===== src/rtl/bfsf_pkg.sv =====
// ----------------------------------------------------------------------------
// bfsf_pkg
// Types, codes and a helper function shared by the bitmap free-slot finder.
// ----------------------------------------------------------------------------
package bfsf_pkg;

  localparam int WORD_BITS = 32;
  localparam int BIT_W     = 5;
  localparam int REQ_W     = 7;
  localparam int LIMIT_W   = 11;
  localparam int INDEX_W   = 10;
  localparam int WSEL_W    = 5;

  localparam logic [LIMIT_W-1:0] LIMIT_RESET = 11'd1024;

  localparam logic ACT_WRITE   = 1'b0;
  localparam logic ACT_REQUEST = 1'b1;

  typedef enum logic [1:0] {
    ST_OK   = 2'd0,
    ST_OVER = 2'd1,
    ST_NONE = 2'd2
  } status_e;

  typedef enum logic [1:0] {
    S_IDLE = 2'd0,
    S_RD   = 2'd1,
    S_LD   = 2'd2,
    S_SCAN = 2'd3
  } state_e;

  typedef struct packed {
    logic    wr_en;
    logic    start;
    logic    rd_word;
    logic    load_word;
    logic    next_word;
    logic    emit;
    status_e emit_status;
    logic    emit_last;
  } cmd_t;

  typedef struct packed {
    logic word_empty;
    logic word_last;
    logic over_lim;
    logic count_hit;
    logic out_free;
  } sts_t;

  // Bit position of a one-hot word; each output bit ORs independent inputs.
  function automatic logic [BIT_W-1:0] onehot_to_bin(input logic [WORD_BITS-1:0] oh);
    logic [BIT_W-1:0] res;
    res = '0;
    for (int i = 0; i < WORD_BITS; i++) begin
      if (oh[i]) begin
        res = res | BIT_W'(i);
      end
    end
    return res;
  endfunction

endpackage


===== src/rtl/bfsf_ctrl.sv =====
// ----------------------------------------------------------------------------
// bfsf_ctrl
// Sequencer for the free-slot scan: accepts beats, steps the word reads and
// decides when a result beat is produced and when a run ends.
// ----------------------------------------------------------------------------
module bfsf_ctrl
  import bfsf_pkg::*;
(
  input  logic clk_i,
  input  logic rst_ni,
  input  logic in_valid_i,
  output logic in_stall_o,
  input  logic action_i,
  input  sts_t sts_i,
  output cmd_t cmd_o
);

  state_e state_q, state_d;

  always_ff @(posedge clk_i or negedge rst_ni) begin
    if (!rst_ni) begin
      state_q <= S_IDLE;
    end else begin
      state_q <= state_d;
    end
  end

  always_comb begin
    state_d    = state_q;
    cmd_o      = '0;
    in_stall_o = 1'b1;
    unique case (state_q)
      S_IDLE: begin
        in_stall_o = 1'b0;
        if (in_valid_i) begin
          if (action_i == ACT_REQUEST) begin
            cmd_o.start = 1'b1;
            state_d     = S_RD;
          end else begin
            cmd_o.wr_en = 1'b1;
          end
        end
      end
      S_RD: begin
        cmd_o.rd_word = 1'b1;
        state_d       = S_LD;
      end
      S_LD: begin
        cmd_o.load_word = 1'b1;
        state_d         = S_SCAN;
      end
      S_SCAN: begin
        if (sts_i.word_empty) begin
          if (!sts_i.word_last) begin
            cmd_o.next_word = 1'b1;
            state_d         = S_RD;
          end else if (sts_i.out_free) begin
            cmd_o.emit        = 1'b1;
            cmd_o.emit_status = ST_NONE;
            cmd_o.emit_last   = 1'b1;
            state_d           = S_IDLE;
          end
        end else if (sts_i.out_free) begin
          cmd_o.emit        = 1'b1;
          cmd_o.emit_status = sts_i.over_lim ? ST_OVER : ST_OK;
          cmd_o.emit_last   = sts_i.over_lim | sts_i.count_hit;
          if (sts_i.over_lim || sts_i.count_hit) begin
            state_d = S_IDLE;
          end
        end
      end
      default: begin
        state_d = S_IDLE;
      end
    endcase
  end

`ifndef SYNTH
  // A result beat is only produced when the output register can take it.
  a_emit_free: assert property (@(posedge clk_i) disable iff (!rst_ni)
    cmd_o.emit |-> sts_i.out_free)
    else $error("result produced while output register was occupied");

  // Moving to the next word always restarts the read sequence.
  a_next_rd: assert property (@(posedge clk_i) disable iff (!rst_ni)
    (state_q == S_SCAN && cmd_o.next_word) |=> (state_q == S_RD))
    else $error("next word did not start a read");
`endif

endmodule


===== src/rtl/bfsf_dp.sv =====
// ----------------------------------------------------------------------------
// bfsf_dp
// Datapath of the free-slot finder: occupancy memory, word pointer, free
// mask with priority pick, limit compare, count and output register.
// ----------------------------------------------------------------------------
module bfsf_dp
  import bfsf_pkg::*;
#(
  parameter int BITMAP_WORDS = 32,
  parameter int MAX_REQUEST  = 64
) (
  input  logic                 clk_i,
  input  logic                 rst_ni,
  input  logic                 cfg_wr_en_i,
  input  logic [LIMIT_W-1:0]   cfg_wr_data_i,
  input  logic [WSEL_W-1:0]    word_select_i,
  input  logic [WORD_BITS-1:0] word_value_i,
  input  logic [REQ_W-1:0]     requested_i,
  input  logic                 out_stall_i,
  input  cmd_t                 cmd_i,
  output sts_t                 sts_o,
  output logic                 out_valid_o,
  output logic [INDEX_W-1:0]   slot_index_o,
  output logic [1:0]           status_o,
  output logic                 last_o
);

  localparam int WPTR_W = (BITMAP_WORDS > 1) ? $clog2(BITMAP_WORDS) : 1;
  localparam int IDX_W  = WPTR_W + BIT_W;
  localparam int CMP_W  = (IDX_W > LIMIT_W) ? IDX_W : LIMIT_W;

  logic [WORD_BITS-1:0]    mem [BITMAP_WORDS];
  logic [BITMAP_WORDS-1:0] vld_q;

  logic [LIMIT_W-1:0]   slot_limit_q;
  logic [WPTR_W-1:0]    ptr_q;
  logic [WORD_BITS-1:0] rd_data_q;
  logic                 rd_vld_q;
  logic [WORD_BITS-1:0] free_q;
  logic [REQ_W-1:0]     found_q;
  logic [REQ_W-1:0]     req_q;
  logic                 out_valid_q;
  logic [INDEX_W-1:0]   slot_index_q;
  status_e              status_q;
  logic                 last_q;

  logic [8:0]           wsel_ext;
  logic                 wsel_ok;
  logic [WPTR_W-1:0]    wr_addr;
  logic [REQ_W-1:0]     req_sat;
  logic [WORD_BITS-1:0] pick_oh;
  logic [BIT_W-1:0]     pick_bit;
  logic [CMP_W-1:0]     cur_idx;

  assign wsel_ext = 9'(word_select_i);
  assign wsel_ok  = wsel_ext < 9'(BITMAP_WORDS);
  assign wr_addr  = wsel_ext[WPTR_W-1:0];

  always_comb begin
    priority if (requested_i == '0) begin
      req_sat = REQ_W'(1);
    end else if (requested_i > REQ_W'(MAX_REQUEST)) begin
      req_sat = REQ_W'(MAX_REQUEST);
    end else begin
      req_sat = requested_i;
    end
  end

  // Lowest free bit of the current word.
  assign pick_oh  = free_q & (~free_q + WORD_BITS'(1));
  assign pick_bit = onehot_to_bin(pick_oh);
  assign cur_idx  = CMP_W'({ptr_q, pick_bit});

  assign sts_o.word_empty = (free_q == '0);
  assign sts_o.word_last  = (ptr_q == WPTR_W'(BITMAP_WORDS - 1));
  assign sts_o.over_lim   = (cur_idx >= CMP_W'(slot_limit_q));
  assign sts_o.count_hit  = ((found_q + REQ_W'(1)) == req_q);
  assign sts_o.out_free   = !out_valid_q || !out_stall_i;

  always_ff @(posedge clk_i) begin
    if (cmd_i.wr_en && wsel_ok) begin
      mem[wr_addr] <= word_value_i;
    end
    if (cmd_i.rd_word) begin
      rd_data_q <= mem[ptr_q];
    end
  end

  always_ff @(posedge clk_i or negedge rst_ni) begin
    if (!rst_ni) begin
      vld_q        <= '0;
      slot_limit_q <= LIMIT_RESET;
      ptr_q        <= '0;
      rd_vld_q     <= 1'b0;
      free_q       <= '0;
      found_q      <= '0;
      req_q        <= REQ_W'(1);
      out_valid_q  <= 1'b0;
    end else begin
      if (cfg_wr_en_i) begin
        slot_limit_q <= cfg_wr_data_i;
      end
      if (cmd_i.wr_en && wsel_ok) begin
        vld_q[wr_addr] <= 1'b1;
      end
      if (cmd_i.start) begin
        ptr_q   <= '0;
        found_q <= '0;
        req_q   <= req_sat;
      end else if (cmd_i.next_word) begin
        ptr_q <= ptr_q + WPTR_W'(1);
      end
      if (cmd_i.rd_word) begin
        rd_vld_q <= vld_q[ptr_q];
      end
      if (cmd_i.load_word) begin
        free_q <= rd_vld_q ? ~rd_data_q : '1;
      end else if (cmd_i.emit) begin
        free_q  <= free_q & ~pick_oh;
        found_q <= found_q + REQ_W'(1);
      end
      out_valid_q <= cmd_i.emit | (out_valid_q & out_stall_i);
    end
  end

  always_ff @(posedge clk_i) begin
    if (cmd_i.emit) begin
      slot_index_q <= (cmd_i.emit_status == ST_NONE) ? '0 : cur_idx[INDEX_W-1:0];
      status_q     <= cmd_i.emit_status;
      last_q       <= cmd_i.emit_last;
    end
  end

  assign out_valid_o  = out_valid_q;
  assign slot_index_o = slot_index_q;
  assign status_o     = status_q;
  assign last_o       = last_q;

`ifndef SYNTH
  // An over-limit beat carries an index that really is at or above the limit.
  a_over_idx: assert property (@(posedge clk_i) disable iff (!rst_ni)
    (cmd_i.emit && cmd_i.emit_status == ST_OVER) |-> (sts_o.over_lim && !sts_o.word_empty))
    else $error("over-limit beat without a free index over the limit");

  // A non-final ok beat leaves the count below the request.
  a_count: assert property (@(posedge clk_i) disable iff (!rst_ni)
    (cmd_i.emit && cmd_i.emit_status == ST_OK && !cmd_i.emit_last) |=> (found_q < req_q))
    else $error("found count passed the request");
`endif

endmodule


===== src/rtl/bitmap_free_slot_finder.sv =====
// ----------------------------------------------------------------------------
// bitmap_free_slot_finder
// Occupancy bitmap with a scan that reports free slot indices in rising order.
// ----------------------------------------------------------------------------
//
//   Channel   Direction  Handshake                  Beat contents
//   --------  ---------  -------------------------  ---------------------------
//   in        sink       in_valid_i / in_stall_o    action, word, value, count
//   out       source     out_valid_o / out_stall_i  slot_index, status, last
//   cfg       sink       cfg_wr_en_i                slot_limit (11 bits)
//
// A write beat returns no result. A request beat is accepted, then each bitmap
// word goes through memory read, mask load and check, a sequence set by the
// single-port memory; the check yields one priority pick per cycle while the
// output register can take the result beat.
// Reset frees every word through per-word valid bits. A stalled result beat
// holds the scan; a new input beat is taken once the final beat is registered.
//
module bitmap_free_slot_finder
  import bfsf_pkg::*;
#(
  parameter int BITMAP_WORDS = 32,
  parameter int MAX_REQUEST  = 64
) (
  input  logic                 clk_i,
  input  logic                 rst_ni,
  // Configuration: slot limit register.
  input  logic                 cfg_wr_en_i,
  input  logic [LIMIT_W-1:0]   cfg_wr_data_i,
  // Input channel.
  input  logic                 in_valid_i,
  output logic                 in_stall_o,
  input  logic                 action_i,
  input  logic [WSEL_W-1:0]    word_select_i,
  input  logic [WORD_BITS-1:0] word_value_i,
  input  logic [REQ_W-1:0]     requested_i,
  // Output channel.
  output logic                 out_valid_o,
  input  logic                 out_stall_i,
  output logic [INDEX_W-1:0]   slot_index_o,
  output logic [1:0]           status_o,
  output logic                 last_o
);

  // Commands from the sequencer to the datapath, status back.
  cmd_t cmd;
  sts_t sts;

  // The sequencer owns input acceptance and the decision of which result
  // beat to produce; it never touches payload.
  bfsf_ctrl u_ctrl (
    .clk_i      (clk_i),
    .rst_ni     (rst_ni),
    .in_valid_i (in_valid_i),
    .in_stall_o (in_stall_o),
    .action_i   (action_i),
    .sts_i      (sts),
    .cmd_o      (cmd)
  );

  // The datapath holds the bitmap, the scan pointer, the free mask of the
  // word under inspection and the output register that decouples the scan
  // from a stalled receiver.
  bfsf_dp #(
    .BITMAP_WORDS (BITMAP_WORDS),
    .MAX_REQUEST  (MAX_REQUEST)
  ) u_dp (
    .clk_i         (clk_i),
    .rst_ni        (rst_ni),
    .cfg_wr_en_i   (cfg_wr_en_i),
    .cfg_wr_data_i (cfg_wr_data_i),
    .word_select_i (word_select_i),
    .word_value_i  (word_value_i),
    .requested_i   (requested_i),
    .out_stall_i   (out_stall_i),
    .cmd_i         (cmd),
    .sts_o         (sts),
    .out_valid_o   (out_valid_o),
    .slot_index_o  (slot_index_o),
    .status_o      (status_o),
    .last_o        (last_o)
  );

endmodule


===== config.mk =====
export PLATFORM = sky130hd
export DESIGN_NAME = bitmap_free_slot_finder
export DESIGN_NICKNAME = d
export VERILOG_FILES = /design/src/rtl/bfsf_pkg.sv /design/src/rtl/bfsf_ctrl.sv /design/src/rtl/bfsf_dp.sv /design/src/rtl/bitmap_free_slot_finder.sv
export SDC_FILE = /design/constraint.sdc
export NUM_CORES = 1
export LEC_CHECK = 0
export ABC_AREA = 1
export BUFFER_PORTS_ARGS = -buffer_cell sky130_fd_sc_hd__buf_2
export CELL_PAD_IN_SITES_DETAIL_PLACEMENT = 0
export CELL_PAD_IN_SITES_GLOBAL_PLACEMENT = 2
export CORE_MARGIN = 1
export CORE_UTILIZATION = 30
export CTS_CLUSTER_DIAMETER = 200
export DETAILED_ROUTE_END_ITERATION = 10
export PLACE_DENSITY = 0.61
export SYNTH_ARGS = -nofsm -noshare
export SYNTH_HDL_FRONTEND = slang
export SYNTH_SLANG_ARGS = --single-unit
export TNS_END_PERCENT = 10

===== constraint.sdc =====
create_clock -name clk_i -period 4 [get_ports clk_i]
set_input_delay 0.4 -clock clk_i [delete_from_list [all_inputs] [get_ports clk_i]]
set_output_delay 0.4 -clock clk_i [all_outputs]
set_load 0.01 [all_outputs]

==> impl_metrics.ini, run 1 <==
[outcome]
outcome = complete, no violations

[route]
wl_per_cell_um = 25.3
drcViolationCount = 0
dr.pass1.iters = 5
drt-total-wl_mm = 152
drtIter0Drc = 2554
detail-route-antenna-nets = 0
num_vias = 30367
post_drt_via_cell_ratio = 5.05

[clock_network]
cts_htree_levels = 4
clkTransAtPathRegs_ns = 0.06
cts_buffers = 135
root_buffer = clkbuf_16
holdBufCountCts = 25
clk_latency_ns = 0.77
cts_tree = built
cts-resized-gates = 0
cts_buffer_depth = 3
cts_setup_buffers = 0
cts.sinks = 1167

[power]
p_leak_nw = 18.4
cellPowerDensity_mw_per_mm2 = 511
ir_drop_uv = 473

[critical_path]
path_class = register to register
cp-start-kind = register
end_kind = register
worst-path-max-fanout = 6
regToRegSetupSlack_ns = 0.80
worst_ep_required_time_ns = 4.52
arrival_ns = 3.72

[timing]
hold_ws_ns = 0.0642
finalSetupViolations = 0
slew_headroom = 0.262
fmax_mhz = 312
period_share = 0.800
post-route-min-period_ns = 3.20
maxSlewViolCount = 0
worst_slew_pin_slew_ns = 1.11
hold_viol_final = 0
finClkSkew_ns = 0.0269
setup_tns_ns = 0
final.setup.worst_slack_ns = 0.799
rsz0062_at_grt = no

[placed_design]
hpwl_mm = 77.7
io_buffers = 75
post_dp_cell_area_mm2 = 0.0504
pre_cts_ws_ns = 0.819
gp_congestion = 0.790
dpl.cell_count = 5745

[finish]
fillers = 15088
regArea_mm2 = 0.0346
fin_nets = 3942
design_area_mm2 = 0.0548
layout.cells.non_filler = 6015
areaGrowthSynthToFinish_pct = 16.8
drive_above_1_share = 0.109
multiInputGateArea_mm2 = 0.0112

[job]
cap_violations = 0

[synthesis]
synth-seq-area-share = 0.736
synth_ff_type = edfxtp_1
synth_cells = 3769
synth_nets = 3848
async_flop_share = 0.0840
synth-seq-cells = 1167
synth_edf_count = 1069
yosysUniqueCellTypes = 47
yosysWarnings = 0
synth.avg_cell_area_um2 = 12.5
synth_area_mm2 = 0.0469

[die]
pin_count = 76
die_w_um = 398
rows = 144
start_util = 0.303
die_h_um = 398
coreArea_mm2 = 0.155
dieArea_mm2 = 0.158

[grt]
grt_pass1_wl_mm = 218
antenna_found_initial = 7
grt_pass1_vias = 29851
grt-ovfl-total = 0
grt_max_degree = 179
grt_usage = 0.192

[min_path]
hp-class = input port to register
## metrics by stage
step                      utilization  total power [mW]
after global placement          0.325              16.5
after CTS                       0.354              28.4
final                           0.354              28.0
after global routing            0.354              29.0
after detailed placement        0.325              16.5
after floorplan                     -              15.5
## cells by family (layout without fill, tap and decap cells)
group                    count (synthesis)  count (layout)  synth area share
XOR/XNOR                                 4               4          0.000746
multiplexers                             1               1          0.000240
AO/OA/AOI/OAI                          921             921             0.111
adder cells (fa/ha/maj)                 18              18           0.00480
AND/OR/NAND/NOR                       1304            1304             0.115
other                                    0               4                 0
flip-flops                            1167            1167             0.736
buffers and inverters                  354             552            0.0315
## sequential cells by signal, summed over array words and instances, names as in the netlist, 2 cells and up
name / cells
u_dp.slot_index_o: 10
u_dp.free_q: 32
u_dp.found_q: 7
u_dp.status_o: 2
u_ctrl.state_q: 2
u_dp.mem: 1024
u_dp.req_q: 7
u_dp.slot_limit_q: 11
u_dp.vld_q: 32
u_dp.ptr_q: 5
u_dp.rd_data_q: 32
## synth_stat cells (2+ instances only)
master,instances,area [um2]
a22o_1,2,17.5
buf_1,11,41.3
nor2_2,3,18.8
nand2_4,4,45.0
buf_2,64,320
clkbuf_1,151,567
nand3_1,163,816
nand2_1,360,1350
o22ai_1,150,938
inv_1,111,417
dfstp_2,2,52.6
a21oi_1,19,95.1
nor4_1,3,18.8
o221ai_1,57,499
nand4_1,45,282
nand2_2,3,18.8
nand3_2,3,30.0
o21ai_0,581,2910
inv_2,2,7.51
and2_1,2,12.5
nand3b_1,2,15.0
buf_4,6,45.0
ha_1,18,225
nor2_1,679,2550
buf_6,4,45.0
nor2_4,4,45.0
clkinv_1,2,7.51
o211ai_1,76,571
o21ai_1,32,160
xor2_1,3,26.3
or2_2,22,138
dfrtp_1,96,2400
nor3_1,7,35.0
edfxtp_1,1069,32100
## layer usage
layer / routed length, um / track usage / vias to the layer above / part of all wire
met5: 0 / 0 / - / 0
met4: 3340 / 0.0514 / 0 / 0.022
met3: 6730 / 0.0288 / 206 / 0.044
met2: 71600 / 0.309 / 716 / 0.47
met1: 70800 / 0.269 / 15480 / 0.46
li1: - / - / 13965 / -
## report_power, final
| part | leakage, nW | switching, mW | internal [mW] |
|---|---|---|---|
| registers | 10.8 | 0.405 | 13.9 |
| clock network | 2.04 | 5.01 | 6.81 |
| logic | 5.59 | 1.37 | 0.579 |
## critical path, stage by stage, from the launching register on
cell and delay, ns:
dfrtp_1 0.42, nor2_4 0.19, nand2_1 0.08, nor2_2 0.26, nand3_1 0.31, nor3_2 0.22, nand2_1 0.16, nand2_1 0.13
inv_2 0.05, nand4_1 0.10, ha_1 0.26, a21oi_1 0.17, o21ai_0 0.09, nand2_1 0.07, nand3_1 0.06, nor2_1 0.18
nand3_1 0.10, nand2_1 0.07, inv_1 0.04
## worst paths after layout
path / from / end / cells after the start
setup / recovery: u_dp.free_q[0] / u_dp.last_o / 18
hold / removal: cfg_wr_en_i / u_dp.slot_limit_q[5] / 3
setup reg to reg: u_dp.free_q[0] / u_dp.last_o / 18
hold reg to reg: u_dp.vld_q[17] / u_dp.vld_q[17] / 2
max in group asynchronous: rst_ni / u_dp.vld_q[11] / 3
min in group asynchronous: rst_ni / u_dp.slot_limit_q[1] / 2
## layout by cell type, fill, tap and decap left out, types with 4 or more instances in the layout
| cell type | instances |
|---|---|
| a21oi_1 | 19 |
| diode_2 | 4 |
| buf_12 | 41 |
| clkbuf_16 | 140 |
| nor2_4 | 37 |
| clkbuf_1 | 39 |
| nand3_1 | 163 |
| clkinv_8 | 5 |
| edfxtp_1 | 1069 |
| inv_1 | 107 |
| buf_2 | 74 |
| bufinv_16 | 5 |
| nand2_4 | 4 |
| clkinv_1 | 30 |
| dfrtp_1 | 92 |
| clkinv_2 | 16 |
| nand4_1 | 45 |
| nor3_1 | 7 |
| dlygate4sd3_1 | 25 |
| o21ai_0 | 581 |
| ha_1 | 17 |
| nand2_1 | 360 |
| or2_2 | 22 |
| nor2_1 | 646 |
| buf_4 | 55 |
| o22ai_1 | 150 |
| o221ai_1 | 57 |
| o211ai_1 | 76 |
| o21ai_1 | 32 |
## cell type report
type,instances,share of cell area
Sequential cell,1167,0.630
Multi-Input combinational cell,2248,0.204
Clock buffer,181,0.0671
Tap cell,2044,0.0466
Timing Repair Buffer,195,0.0338
Clock inverter,60,0.00995
Inverter,116,0.00831
Antenna cell,4,0.000183
No activity file was read; power rests on OpenSTA's default activity.
==> run 2, diff against run 1 <==
--- a/config.mk
+++ b/config.mk
@@ -13,7 +13,7 @@
 export CORE_UTILIZATION = 30
 export CTS_CLUSTER_DIAMETER = 200
 export DETAILED_ROUTE_END_ITERATION = 10
-export PLACE_DENSITY = 0.61
+export PLACE_DENSITY = 0.63
 export SYNTH_ARGS = -nofsm -noshare
 export SYNTH_HDL_FRONTEND = slang
 export SYNTH_SLANG_ARGS = --single-unit
==> constraint.sdc (replaced) <==
create_clock -name clk_i -period 2.9 [get_ports clk_i]
set_input_delay 0.29 -clock clk_i [delete_from_list [all_inputs] [get_ports clk_i]]
set_output_delay 0.29 -clock clk_i [all_outputs]
set_load 0.01 [all_outputs]
==> run 2 against run 1 <==
Effect of this change: non-clock buffer count grew 209; clock-buffer cell count shrank 20; largest cell class unchanged; combinational power grew 71%; clock power grew 45%; register-to-register slack lost 0.76 ns; clock skew grew 0.0065 ns; total power grew 43%; sequential share of layout area shrank 2.7 points; global-route usage grew 0.10 points; flip-flop and latch count is the same; highest routed layer is now met5.
==> impl_metrics.ini, run 2 (synthesized netlist as in run 1, its figures left out) <==
[outcome]
outcome = complete, no violations

[power]
p_leak_nw = 19.7
ir_drop_uv = 633
power_mw = 40.0
cellPowerDensity_mw_per_mm2 = 698

[grt]
grt-ovfl-total = 0
grt_max_degree = 96
antenna_found_initial = 10
grt_usage = 0.193
grt_pass1_wl_mm = 220
grt_pass1_vias = 30707

[finish]
areaGrowthSynthToFinish_pct = 22.1
layout_commonest_cell = edfxtp_1
fillers = 14950
drive_above_1_share = 0.160
fin_nets = 4153
final_cell_mix = edfxtp_1 (1069), nor2_1 (632), o21ai_0 (579)
largest_reg_flops = 1024
top_register = u_dp.mem
layout.cells.non_filler = 6231

[timing]
worst_slew_pin_slew_ns = 0.881
period_share = 0.987
fmax_mhz = 350
slew_headroom = 0.411
rsz0062_at_grt = yes
hold_viol_final = 0
finalSetupViolations = 0
post-route-min-period_ns = 2.86
setup_tns_ns = 0
hold_ws_ns = 0.0381
maxSlewViolCount = 0
finClkSkew_ns = 0.0333

[clock_network]
cts_tree = built
cts_htree_levels = 4
cts.sinks = 1167
clk_latency_ns = 0.78
cts_buffer_depth = 3
root_buffer = clkbuf_16
cts_buffers = 137
clkTransAtPathRegs_ns = 0.06

[die]
die_w_um = 398
coreArea_mm2 = 0.155
die_h_um = 398
rows = 144
dieArea_mm2 = 0.158
pin_count = 76
start_util = 0.303

[min_path]
hp-class = input port to register

[route]
post_drt_via_cell_ratio = 5.04
drtIter0Drc = 2623
wl_per_cell_um = 24.7
detail-route-antenna-nets = 0
dr.pass1.iters = 5
num_vias = 31430
drcViolationCount = 0
drt-total-wl_mm = 154

[placed_design]
io_buffers = 75
hpwl_mm = 88.2
gp_congestion = 0.783
dpl.cell_count = 5902

[critical_path]
crit_slowest_cell = dfrtp_1
cp-start-kind = register
path_cells = nor2_4 -> nand2_2 -> nor2_4 -> buf_4 -> nand4_1 -> buf_4 -> o2111ai_1 -> nor2_2 -> nand4_1 -> ha_1 -> nand2_1 -> nor2_1 -> nand3_1 -> nand3_1 -> nor2_1 -> buf_4 -> nand3_1 -> nand2_1 -> inv_1
path_class = register to register
worst-path-max-fanout = 4
worst_ep_required_time_ns = 3.43
end_kind = register
max_stage_delay_ns = 0.40
arrival_ns = 3.39

[job]
cap_violations = 0
## run 2: changes by cell type in the layout (fill, tap and decap cells not counted), sizes merged
cell / change
buf: +165
bufinv: +5
clkbuf: -20
clkinv: +21
diode: -1
dlygate4sd3: +44
inv: +2
## run 2: worst max-delay path, delay by kind of cell (launching register included)
family | cells | cell delay, ns
AND/OR/NAND/NOR | 13 | 1.29
AO/OA/AOI/OAI | 1 | 0.13
adder cells (fa/ha/maj) | 1 | 0.25
flip-flops | 1 | 0.40
buffers and inverters | 4 | 0.54
## run 2: power by group
group	switching (mW)	internal [mW]
logic	2.06	1.27
clock network	7.25	9.83
registers	0.521	19.1
total	9.82	30.2
## run 2: path summary, 6_finish.rpt
check	start	end	slack, ns	depth (start not counted)
min reg2reg	u_dp.vld_q[17]	u_dp.vld_q[17]	0.46	2
min in group asynchronous	rst_ni	u_dp.slot_limit_q[1]	0.48	3
max reg2reg	u_dp.free_q[1]	u_dp.last_o	0.04	19
max	u_dp.free_q[1]	u_dp.last_o	0.04	19
min	word_value_i[10]	u_dp.mem[18][10]	0.04	1
max in group asynchronous	rst_ni	u_dp.slot_limit_q[5]	0.88	4
## run 2: per-layer routing
metal,vias to the layer above,wire length (um),track usage
met2,855,72100,0.310
met4,2,3740,0.0554
met5,-,10,0
li1,14412,-,-
met1,15948,70700,0.271
met3,213,7320,0.0268
## run 2: cell type report
class                      count  area (um2)  area share
tap                         2044        2560      0.0446
inverter                     116         455     0.00795
timing repair buffer         404        3870      0.0675
clock buffer                 161        3580      0.0624
clock inverter                88         890      0.0155
antenna                        3        7.51    0.000131
multi-input combinational   2248       11400       0.199
sequential                  1167       34600       0.603
## run 2: what timing repair did
action,in CTS,in global routing
buffers inserted,0,8
gates resized for setup,10,49
hold endpoints to repair,553,0
hold buffers,69,0
setup endpoints to repair,4,4
pin swaps,1,21
## run 2: stage by stage
stage                     setup slack (ns)  instance area (um2)  utilization
after floorplan                     -0.199                46900            -
after global placement              -0.229                51800        0.335
after detailed placement            -0.209                51800        0.335
after CTS                         -0.00581                57000        0.369
after global routing                -0.147                57300        0.370
final                               0.0388                57300        0.370
